## config.mk

```make
export PLATFORM = sky130hd
export DESIGN_NAME = prime_factor_fft_index_maps
export DESIGN_NICKNAME = d
export VERILOG_FILES = /design/src/rtl/core/pfim_pkg.sv /design/src/rtl/core/pfim_divider.sv /design/src/rtl/core/pfim_core.sv /design/src/rtl/core/prime_factor_fft_index_maps.sv
export SDC_FILE = /design/constraint.sdc
export NUM_CORES = 2
export LEC_CHECK = 0
export BUFFER_PORTS_ARGS = -buffer_cell sky130_fd_sc_hd__buf_2
export CAP_MARGIN = 15
export CELL_PAD_IN_SITES_DETAIL_PLACEMENT = 0
export CELL_PAD_IN_SITES_GLOBAL_PLACEMENT = 1
export CORE_AREA = 3 3 473 334
export DETAILED_ROUTE_END_ITERATION = 7
export DIE_AREA = 0 0 476 337
export GPL_TIMING_DRIVEN = 0
export HOLD_SLACK_MARGIN = 0.05
export PLACE_DENSITY = 0.57
export SLEW_MARGIN = 10
export SYNTH_ARGS = -nofsm -noshare
export SYNTH_HDL_FRONTEND = slang
export SYNTH_SLANG_ARGS = --single-unit
export TNS_END_PERCENT = 50
```

## constraint.sdc

```tcl
create_clock -name clk -period 9 [get_ports clk]
set_input_delay 0.9 -clock clk [delete_from_list [all_inputs] [get_ports clk]]
set_output_delay 0.9 -clock clk [all_outputs]
set_load 0.05 [all_outputs]
```

## src/rtl/core/pfim_pkg.sv

```systemverilog
package pfim_pkg;

  // field and datapath widths
  localparam int FIELD_W   = 16;
  localparam int DIV_W     = 32;
  localparam int DVSR_W    = 16;
  localparam int COEF_W    = 18;
  localparam int PROD_W    = 2 * COEF_W;
  localparam int CFG_IDX_W = 4;

  // register indexes
  localparam logic [CFG_IDX_W-1:0] REG_FACTOR_N = CFG_IDX_W'(0);
  localparam logic [CFG_IDX_W-1:0] REG_FACTOR_M = CFG_IDX_W'(1);
  localparam logic [CFG_IDX_W-1:0] REG_INVERSE  = CFG_IDX_W'(2);
  localparam logic [CFG_IDX_W-1:0] REG_SCATTER  = CFG_IDX_W'(3);

  typedef enum logic [1:0] {
    ST_OK,
    ST_NOT_COPRIME,
    ST_TOO_LARGE,
    ST_RANGE
  } status_t;

  typedef struct packed {
    logic [FIELD_W-1:0] row_index;
    logic [FIELD_W-1:0] col_index;
  } in_beat_t;

  typedef struct packed {
    logic [FIELD_W-1:0] in_map_position;
    logic [FIELD_W-1:0] in_map_value;
    logic [FIELD_W-1:0] out_map_position;
    logic [FIELD_W-1:0] out_map_value;
    status_t            status;
  } out_beat_t;

  typedef struct packed {
    logic [FIELD_W-1:0] factor_n;
    logic [FIELD_W-1:0] factor_m;
    logic               inverse_mode;
    logic               scatter_mode;
  } cfg_t;

  typedef struct packed {
    logic busy;
    logic ready;
    logic res_valid;
  } core_stat_t;

  typedef struct packed {
    logic              start;
    logic [DIV_W-1:0]  dividend;
    logic [DVSR_W-1:0] divisor;
  } div_req_t;

  typedef struct packed {
    logic              done;
    logic [DIV_W-1:0]  quot;
    logic [DVSR_W-1:0] rem;
  } div_rsp_t;

  typedef enum logic [4:0] {
    S_IDLE,
    S_SETUP,
    S_GCD,
    S_GCD_WAIT,
    S_GCD_S,
    S_GCD_T,
    S_GCD_END,
    S_LEN,
    S_NORM,
    S_CHECK,
    S_IM,
    S_JN,
    S_IA,
    S_IA_WAIT,
    S_JB,
    S_JB_WAIT,
    S_MA,
    S_NB,
    S_POS,
    S_SEL,
    S_SEL_WAIT,
    S_OUT
  } state_t;

endpackage

```

## src/rtl/core/pfim_divider.sv

```systemverilog
module pfim_divider import pfim_pkg::*; (
  input  logic     clk,
  input  logic     rst,
  input  div_req_t req,
  output div_rsp_t rsp
);

  localparam int CNT_W = $clog2(DIV_W);

  logic              busy;
  logic              done;
  logic [CNT_W-1:0]  count;
  logic [DIV_W-1:0]  dvd;
  logic [DVSR_W-1:0] rem;
  logic [DVSR_W-1:0] dvsr;
  logic [DVSR_W:0]   trial;
  logic              fits;

  // one restoring step: shift in the next dividend bit, try a subtract
  always_comb begin
    trial = {rem, dvd[DIV_W-1]} - {1'b0, dvsr};
    fits  = !trial[DVSR_W];
  end

  // control: one quotient bit per cycle, done pulses after the last
  always_ff @(posedge clk) begin
    if (rst) begin
      busy  <= 1'b0;
      done  <= 1'b0;
      count <= '0;
    end else begin
      done <= 1'b0;
      if (req.start) begin
        busy  <= 1'b1;
        count <= '0;
      end else if (busy) begin
        count <= count + CNT_W'(1);
        if (count == CNT_W'(DIV_W - 1)) begin
          busy <= 1'b0;
          done <= 1'b1;
        end
      end
    end
  end

  // quotient builds up in the dividend shift register
  always_ff @(posedge clk) begin
    if (req.start) begin
      dvd  <= req.dividend;
      rem  <= '0;
      dvsr <= req.divisor;
    end else if (busy) begin
      rem <= fits ? trial[DVSR_W-1:0] : {rem[DVSR_W-2:0], dvd[DIV_W-1]};
      dvd <= {dvd[DIV_W-2:0], fits};
    end
  end

  assign rsp = '{done: done, quot: dvd, rem: rem};

endmodule

```

## src/rtl/core/pfim_core.sv

```systemverilog
module pfim_core import pfim_pkg::*; #(
  parameter int LEN_BITS = 16
) (
  input  logic       clk,
  input  logic       rst,
  input  cfg_t       cfg,
  input  logic       cfg_clear,
  input  in_beat_t   in_beat,
  input  logic       in_take,
  input  logic       res_take,
  output core_stat_t stat,
  output out_beat_t  res
);

  localparam int LENW = LEN_BITS + 1;
  localparam logic [PROD_W-1:0] LEN_LIMIT = PROD_W'(1) << LEN_BITS;

  state_t  state, state_next;
  logic    ready;
  status_t setup_status;
  status_t st;
  status_t chk_status;

  logic [FIELD_W-1:0] row, col, minv, ninv, quo, part_a, part_b;
  logic [FIELD_W-1:0] r0, r1, off;
  logic signed [COEF_W-1:0] s0, s1, t0, t1;
  logic signed [COEF_W-1:0] n_s, m_s, t_wrap, s_wrap, t_norm, s_norm;
  logic [LENW-1:0] len, im, jn, cterm, dterm, ruri, lin, crt, oval, pos, val;
  logic [LENW-1:0] ruri_sum, crt_sum, pos_sel, val_sel, pos_fix;

  logic signed [COEF_W-1:0] mul_a, mul_b;
  logic signed [PROD_W-1:0] prod;
  logic [PROD_W-1:0]        prod_u;

  logic     zero_factor, out_of_range, too_large, setup_done;
  div_req_t div_req;
  div_rsp_t div_rsp;

  pfim_divider u_div (
    .clk (clk),
    .rst (rst),
    .req (div_req),
    .rsp (div_rsp)
  );

  // shared multiplier
  assign prod   = mul_a * mul_b;
  assign prod_u = $unsigned(prod);

  // setup and item checks
  assign zero_factor  = (cfg.factor_n == '0) || (cfg.factor_m == '0);
  assign out_of_range = (row >= cfg.factor_n) || (col >= cfg.factor_m);
  assign too_large    = prod_u > LEN_LIMIT;

  always_comb begin
    if (setup_status != ST_OK) begin
      chk_status = setup_status;
    end else if (out_of_range) begin
      chk_status = ST_RANGE;
    end else begin
      chk_status = ST_OK;
    end
  end

  // bezout coefficients folded into [0, modulus)
  always_comb begin
    n_s    = $signed({2'b00, cfg.factor_n});
    m_s    = $signed({2'b00, cfg.factor_m});
    t_wrap = t0[COEF_W-1] ? t0 + n_s : t0;
    s_wrap = s0[COEF_W-1] ? s0 + m_s : s0;
    t_norm = (t_wrap >= n_s) ? t_wrap - n_s : t_wrap;
    s_norm = (s_wrap >= m_s) ? s_wrap - m_s : s_wrap;
  end

  // map arithmetic
  always_comb begin
    ruri_sum = im + jn;
    crt_sum  = cterm + dterm;
    pos_sel  = cfg.scatter_mode ? ruri : lin;
    val_sel  = cfg.scatter_mode ? lin : ruri;
    off      = (div_rsp.rem != '0) ? cfg.factor_n - div_rsp.rem : '0;
    pos_fix  = pos - LENW'(div_rsp.rem) + LENW'(off);
  end

  // next state
  always_comb begin
    state_next = state;
    case (state)
      S_IDLE:     if (in_take) state_next = ready ? S_CHECK : S_SETUP;
      S_SETUP:    state_next = zero_factor ? S_CHECK : S_GCD;
      S_GCD:      state_next = (r1 == '0) ? S_GCD_END : S_GCD_WAIT;
      S_GCD_WAIT: if (div_rsp.done) state_next = S_GCD_S;
      S_GCD_S:    state_next = S_GCD_T;
      S_GCD_T:    state_next = S_GCD;
      S_GCD_END:  state_next = (r0 == FIELD_W'(1)) ? S_LEN : S_CHECK;
      S_LEN:      state_next = too_large ? S_CHECK : S_NORM;
      S_NORM:     state_next = S_CHECK;
      S_CHECK:    state_next = (chk_status != ST_OK) ? S_OUT : S_IM;
      S_IM:       state_next = S_JN;
      S_JN:       state_next = S_IA;
      S_IA:       state_next = S_IA_WAIT;
      S_IA_WAIT:  if (div_rsp.done) state_next = S_JB;
      S_JB:       state_next = S_JB_WAIT;
      S_JB_WAIT:  if (div_rsp.done) state_next = S_MA;
      S_MA:       state_next = S_NB;
      S_NB:       state_next = S_POS;
      S_POS:      state_next = S_SEL;
      S_SEL:      state_next = cfg.inverse_mode ? S_SEL_WAIT : S_OUT;
      S_SEL_WAIT: if (div_rsp.done) state_next = S_OUT;
      S_OUT:      if (res_take) state_next = S_IDLE;
      default:    state_next = S_IDLE;
    endcase
  end

  // sequencer outputs: multiplier operands and divider requests
  always_comb begin
    mul_a   = '0;
    mul_b   = '0;
    div_req = '{start: 1'b0, dividend: '0, divisor: '0};
    case (state)
      S_GCD: begin
        div_req = '{start: (r1 != '0), dividend: DIV_W'(r0), divisor: r1};
      end
      S_GCD_S: begin
        mul_a = $signed({2'b00, quo});
        mul_b = s1;
      end
      S_GCD_T: begin
        mul_a = $signed({2'b00, quo});
        mul_b = t1;
      end
      S_LEN: begin
        mul_a = n_s;
        mul_b = m_s;
      end
      S_IM: begin
        mul_a = $signed({2'b00, row});
        mul_b = m_s;
      end
      S_JN: begin
        mul_a = $signed({2'b00, col});
        mul_b = n_s;
      end
      S_IA: begin
        mul_a   = $signed({2'b00, row});
        mul_b   = $signed({2'b00, minv});
        div_req = '{start: 1'b1, dividend: prod_u[DIV_W-1:0], divisor: cfg.factor_n};
      end
      S_JB: begin
        mul_a   = $signed({2'b00, col});
        mul_b   = $signed({2'b00, ninv});
        div_req = '{start: 1'b1, dividend: prod_u[DIV_W-1:0], divisor: cfg.factor_m};
      end
      S_MA: begin
        mul_a = m_s;
        mul_b = $signed({2'b00, part_a});
      end
      S_NB: begin
        mul_a = n_s;
        mul_b = $signed({2'b00, part_b});
      end
      S_SEL: begin
        div_req = '{start: cfg.inverse_mode, dividend: DIV_W'(pos_sel),
                    divisor: cfg.factor_n};
      end
      default: begin
      end
    endcase
  end

  assign setup_done = (state != S_IDLE) && (state_next == S_CHECK);

  assign stat = '{busy: (state != S_IDLE), ready: ready, res_valid: (state == S_OUT)};
  assign res  = '{in_map_position: FIELD_W'(pos), in_map_value: FIELD_W'(val),
                  out_map_position: FIELD_W'(crt), out_map_value: FIELD_W'(oval),
                  status: st};

  // control state and cached setup results
  always_ff @(posedge clk) begin
    if (rst) begin
      state        <= S_IDLE;
      ready        <= 1'b0;
      setup_status <= ST_OK;
      minv         <= '0;
      ninv         <= '0;
    end else begin
      state <= state_next;
      if (cfg_clear) begin
        ready <= 1'b0;
      end else if (setup_done) begin
        ready <= 1'b1;
      end
      case (state)
        S_SETUP: begin
          minv <= '0;
          ninv <= '0;
          if (zero_factor) setup_status <= ST_NOT_COPRIME;
        end
        S_GCD_END: if (r0 != FIELD_W'(1)) setup_status <= ST_NOT_COPRIME;
        S_LEN:     if (too_large) setup_status <= ST_TOO_LARGE;
        S_NORM: begin
          setup_status <= ST_OK;
          minv         <= t_norm[FIELD_W-1:0];
          ninv         <= s_norm[FIELD_W-1:0];
        end
        default: begin
        end
      endcase
    end
  end

  // datapath registers
  always_ff @(posedge clk) begin
    if (in_take) begin
      row <= in_beat.row_index;
      col <= in_beat.col_index;
    end
    case (state)
      S_SETUP: begin
        r0 <= cfg.factor_n;
        r1 <= cfg.factor_m;
        s0 <= COEF_W'(1);
        s1 <= '0;
        t0 <= '0;
        t1 <= COEF_W'(1);
      end
      S_GCD_WAIT: begin
        if (div_rsp.done) begin
          quo <= div_rsp.quot[FIELD_W-1:0];
          r0  <= r1;
          r1  <= div_rsp.rem;
        end
      end
      S_GCD_S: begin
        s0 <= s1;
        s1 <= s0 - $signed(prod[COEF_W-1:0]);
      end
      S_GCD_T: begin
        t0 <= t1;
        t1 <= t0 - $signed(prod[COEF_W-1:0]);
      end
      S_LEN: len <= prod_u[LENW-1:0];
      S_CHECK: begin
        st <= chk_status;
        if (chk_status != ST_OK) begin
          pos  <= '0;
          val  <= '0;
          crt  <= '0;
          oval <= '0;
        end
      end
      S_IM:      im <= prod_u[LENW-1:0];
      S_JN:      jn <= prod_u[LENW-1:0];
      S_IA_WAIT: if (div_rsp.done) part_a <= div_rsp.rem;
      S_JB_WAIT: if (div_rsp.done) part_b <= div_rsp.rem;
      S_MA:      cterm <= prod_u[LENW-1:0];
      S_NB:      dterm <= prod_u[LENW-1:0];
      S_POS: begin
        ruri <= (ruri_sum >= len) ? ruri_sum - len : ruri_sum;
        crt  <= (crt_sum >= len) ? crt_sum - len : crt_sum;
        lin  <= jn + LENW'(row);
        oval <= im + LENW'(col);
      end
      S_SEL: begin
        pos <= pos_sel;
        val <= val_sel;
      end
      S_SEL_WAIT: if (div_rsp.done) pos <= pos_fix;
      default: begin
      end
    endcase
  end

endmodule

```

## src/rtl/core/prime_factor_fft_index_maps.sv

```systemverilog
// Prime-factor FFT index maps: one result beat for each input beat.
// The divider passes (32 steps each) set most of the latency from input
// acceptance to out_valid; inverse_mode adds a third pass, and items with a
// nonzero status skip the map passes. One item at a time: in_stall stays high
// until the result is taken. After a write to a known register the first item
// also runs the Euclid setup, one divider pass per remainder step. Reset (rst,
// synchronous) sets factors to 1, modes to 0 and marks the cached inverses stale.
module prime_factor_fft_index_maps import pfim_pkg::*; #(
  parameter int LEN_BITS = 16
) (
  input  logic                 clk,
  input  logic                 rst,
  input  logic                 in_valid,
  output logic                 in_stall,
  input  in_beat_t             in_data,
  output logic                 out_valid,
  input  logic                 out_stall,
  output out_beat_t            out_data,
  input  logic                 cfg_write,
  input  logic [CFG_IDX_W-1:0] cfg_index,
  input  logic [FIELD_W-1:0]   cfg_data
);

  cfg_t       cfg;
  logic       cfg_clear;
  logic       in_take;
  logic       res_take;
  core_stat_t stat;
  out_beat_t  res;

  // configuration registers
  always_ff @(posedge clk) begin
    if (rst) begin
      cfg <= '{factor_n: FIELD_W'(1), factor_m: FIELD_W'(1),
               inverse_mode: 1'b0, scatter_mode: 1'b0};
    end else if (cfg_write) begin
      case (cfg_index)
        REG_FACTOR_N: cfg.factor_n     <= cfg_data;
        REG_FACTOR_M: cfg.factor_m     <= cfg_data;
        REG_INVERSE:  cfg.inverse_mode <= cfg_data[0];
        REG_SCATTER:  cfg.scatter_mode <= cfg_data[0];
        default: begin
        end
      endcase
    end
  end

  // any known register write invalidates the cached inverses
  assign cfg_clear = cfg_write && (cfg_index <= REG_SCATTER);

  assign in_stall = stat.busy;
  assign in_take  = in_valid && !in_stall;
  assign res_take = stat.res_valid && (!out_valid || !out_stall);

  pfim_core #(
    .LEN_BITS (LEN_BITS)
  ) u_core (
    .clk       (clk),
    .rst       (rst),
    .cfg       (cfg),
    .cfg_clear (cfg_clear),
    .in_beat   (in_data),
    .in_take   (in_take),
    .res_take  (res_take),
    .stat      (stat),
    .res       (res)
  );

  // output register
  always_ff @(posedge clk) begin
    if (rst) begin
      out_valid <= 1'b0;
    end else if (res_take) begin
      out_valid <= 1'b1;
    end else if (!out_stall) begin
      out_valid <= 1'b0;
    end
  end

  always_ff @(posedge clk) begin
    if (res_take) out_data <= res;
  end

  // an accepted beat always occupies the sequencer next cycle
  a_busy_after_accept: assert property (@(posedge clk) disable iff (rst)
    in_valid && !in_stall |=> in_stall)
    else $error("sequencer not busy after input beat");

  // a known register write always invalidates the cached inverses
  a_cfg_clears_cache: assert property (@(posedge clk) disable iff (rst)
    cfg_clear |=> !stat.ready)
    else $error("cache still valid after register write");

  // error beats carry only a status
  a_error_zero_fields: assert property (@(posedge clk) disable iff (rst)
    out_valid && (out_data.status != ST_OK) |->
      (out_data.in_map_position == '0) && (out_data.in_map_value == '0) &&
      (out_data.out_map_position == '0) && (out_data.out_map_value == '0))
    else $error("nonzero field on error beat");

endmodule

```

==> flow_summary.json <==
{
  "io_buffers": 124,
  "die_w_um": 476,
  "hold_viol": 0,
  "grt_pass1_wl_mm": 267.0,
  "use_met1": 0.3655,
  "min-delay-start": "in_data[3]",
  "fin_setup_tns_ns": 0,
  "r2r_end": "u_core.state[0]$_SDFF_PP0_",
  "nets": 5671,
  "fin_crit_sh": 0.9840,
  "cpPeakStageDelay_ns": 0.70,
  "synth_nets": 5397,
  "drc": 17,
  "final_layout_size_suffix_gt1_frac": 0.1249,
  "crit_arrival_ns": 9.42,
  "overflow": 0,
  "synth_top_area_share": 0.3149,
  "fmax_mhz": 112.9,
  "clock-sinks": 581,
  "hold_class": "in2reg",
  "startpoint_type": "flop",
  "syn_to_final_growth_pct": 16.51,
  "multi_input_area_um2": 27700,
  "tritoncts": "yes",
  "slew_viol_final": 0,
  "synth_edf_count": 483,
  "clock_skew_ns": 0.03102,
  "io_pins": 125,
  "rsz0062_at_grt": "yes",
  "crit_top_cell": "fa_1",
  "synth_area_leaders": "edfxtp_1, fa_1, ha_1",
  "ys_types": 89,
  "cts_buffers": 67,
  "r2r-start": "u_core.state[2]$_SDFF_PP0_",
  "async_flop_share": 0,
  "htree_levels": 3,
  "antenna_found_initial": 19,
  "tightest_slew_ns": 1.344,
  "dp_hpwl_mm": 151.4,
  "power_uw": 11730,
  "die_h_um": 337,
  "cts_max_path_buffers": 3,
  "grt_usage": 0.2343,
  "min_path_cells": 1,
  "syn_area_per_cell_um2": 9.900,
  "vias": 37564,
  "grt_pass1_vias": 36074,
  "start_util": 0.3005,
  "p_sw_uw": 4755,
  "cts_root_buffer": "clkbuf_16",
  "synthFlopType": "edfxtp_1",
  "rows": 120,
  "drt_first_pass_iters": 8,
  "seq_area_um2": 16480,
  "violations": "DRC",
  "rrSetupSlack_ns": 0.14,
  "clkPwrFrac": 0.245,
  "grtUsageMet3": 0.06312,
  "vdd_drop_max_mv": 0.1646,
  "r2r_cells": 29,
  "place.gp.congestion": 0.9460,
  "top_usage_layer": "met1",
  "netlist_area_um2": 46070,
  "critical-path-slowest-cell": "xnor2_1",
  "status": "complete, but fails checks",
  "grt_max_degree": 39,
  "yosys.cell_count.top_type": "inv_1",
  "cap_violations": 0,
  "power_frac_seq": 0.342,
  "vias_per_cell": 5.320,
  "cp-end-kind": "flop",
  "clkLatencyLatePin_ns": 0.67,
  "ys_seq_elements": 581,
  "critical_path.max_fanout": 10,
  "path_class": "reg2reg",
  "postCtsHoldBufs": 0,
  "cp.required_ns": 9.57,
  "nFillCells": 15595,
  "met2_usage": 0.3164,
  "powerDensity_nw_per_um2": 218.5,
  "wl_per_cell_um": 26.85,
  "synthTopCellsByCount": "inv_1, edfxtp_1, nand2_1",
  "p_leak_uw": 0.02208,
  "synthesis.yosys.warnings": 0,
  "dieArea_um2": 160400,
  "setup_viol_count_final": 0,
  "whs_endpoint": "u_core.col[3]$_DFFE_PP_",
  "internal_power_uw": 6971,
  "core_area_um2": 153300,
  "yosysTopAreaCell": "edfxtp_1",
  "ant_nets": 0,
  "yosysSeqAreaShare": 0.3574,
  "drt_iter0_drc": 4694,
  "fin_crit_ns": 8.856,
  "combPwrFrac": 0.413,
  "routed_wl_mm": 189.6,
  "p_sw_frac": 0.4055,
  "synthCells": 4653,
  "path_clk_slew_ns": 0.06,
  "max-slew-margin-rel": 0.1039
}
==> logic make-up (layout without fill, tap and decap cells) <==
group / count (synthesis) / count (layout) / share of synthesized area
and+or+nand+nor: 1389 / 1389 / 0.1406
AOI/OAI and AO/OA: 896 / 896 / 0.1300
buffers and inverters: 756 / 1081 / 0.06255
adders and majority gates: 687 / 687 / 0.2391
DFF: 581 / 581 / 0.3574
xor gates and xnor gates: 220 / 220 / 0.04229
muxes: 124 / 124 / 0.02800
other: 0 / 9 / 0
==> worst max path at each step <==
stage | end | from | slack, ns
final | u_core.state[0]$_SDFF_PP0_ | u_core.state[2]$_SDFF_PP0_ | 0.14
after global routing | u_core.ready$_SDFFE_PP0P_ | u_core.state[1]$_SDFF_PP0_ | 0.005
after CTS | u_core.ready$_SDFFE_PP0P_ | u_core.state[1]$_SDFF_PP0_ | 0.0002
after detailed placement | u_core.t1[16]$_SDFFCE_PP0P_ | u_core.state[4]$_SDFF_PP0_ | -2.87
after global placement | u_core.t1[17]$_SDFFCE_PP0P_ | u_core.state[0]$_SDFF_PP0_ | -3.96
after floorplan | u_core.t1[16]$_SDFFCE_PP0P_ | u_core.state[4]$_SDFF_PP0_ | 0.57
==> cells in the final DEF (no fill, tap or decap), types with 22 or more instances in the layout <==
master     netlist  routed
dfxtp_1         98      92
xor2_1          66      57
a21oi_1        247     237
and3_1          47      39
o21ai_0        173     166
mux2i_1         85      85
fa_1           322     317
nor4_1          29      24
nand4_1         38      38
edfxtp_1       483     483
nor2b_1         39      37
a222oi_1        27      27
buf_2           17     141
a22o_1          22      22
ha_1           365     352
a21o_1          73      72
buf_4            2      67
clkbuf_16        0      71
inv_1          599     597
a211oi_1        42      34
nor2_1         422     409
a31oi_1         26      25
nand3_1         87      87
buf_6            2      30
nand2_1        423     410
and2_1          59      58
clkbuf_1       125      84
nand2b_1        43      40
mux2_2          39      39
xnor2_1        152     145
nor3_1          92      84
or3_1           29      29
o21bai_1        24      23
==> area by class of cell <==
class                   count  share of cell area
multi-input cells        3316              0.5161
flip-flops and latches    581              0.3070
well taps                2074             0.04835
inverters                 600             0.04203
clock buffers              80             0.03294
repair buffers            221             0.02993
plain buffers             140             0.01518
clock inverters            40            0.007996
diodes                      9           0.0004196
==> power by group through the flow <==
stage	Clock, uW	Combinational [uW]	Sequential (uW)
floorplan	0	3370	3680
global placement	0	4580	4070
detailed placement	0	4650	4030
CTS	2920	4720	3980
global route	3030	5330	4010
finish	2870	4840	4020
==> state kept, by name, indices dropped and copies added (netlist names), 17 cells and up <==
register,cells
out_data,66
cfg,34
u_core.u_div.dvd,32
u_core.s0,18
u_core.s1,18
u_core.t0,18
u_core.t1,18
u_core.cterm,17
u_core.dterm,17
u_core.im,17
u_core.jn,17
u_core.len,17
u_core.lin,17
u_core.ruri,17
==> metrics by stage <==
| step | util | setup WS, ns | area [um2] | cells | hold slack (ns) |
|---|---|---|---|---|---|
| 6_report | 0.3501 | 0.1437 | 53670 | 7061 | 0.4137 |
| 5_1_grt | 0.3500 | 0.005148 | 53650 | 7052 | 0.3797 |
| 4_1_cts | 0.3461 | 0.0001705 | 53050 | 7038 | 0.3621 |
| 3_5_place_dp | 0.3264 | -2.874 | 50040 | 6899 | 0.4045 |
| 3_3_place_gp | 0.3215 | -3.962 | 49280 | 6851 | 0.4011 |
| 2_1_floorplan | - | 0.5658 | 46070 | 4653 | 0.4003 |
==> critical path, delay by kind of cell, from the launching register on <==
kind	cells	cell delay, ns
AO/OA/AOI/OAI	6	1.65
XOR/XNOR	1	0.70
adder cells (fa/ha/maj)	7	2.99
buffers and inverters	7	1.17
flip-flops	1	0.35
AND/OR/NAND/NOR	8	1.85
==> routing by layer <==
| metal | share of wire | wire length (um) |
|---|---|---|
| met1 | 0.49 | 92620 |
| met2 | 0.39 | 73010 |
| met3 | 0.10 | 19880 |
| met4 | 0.021 | 4025 |
| met5 | 0.00012 | 22 |
==> timing repair <==
item / CTS / global route
setup endpoints to repair: 75 / 18
pin swaps: 30 / 43
buffers inserted: 32 / 16
gates resized for setup: 175 / 130
cloned: 0 / 1
Note: power is estimated with default switching activity, not from simulation.
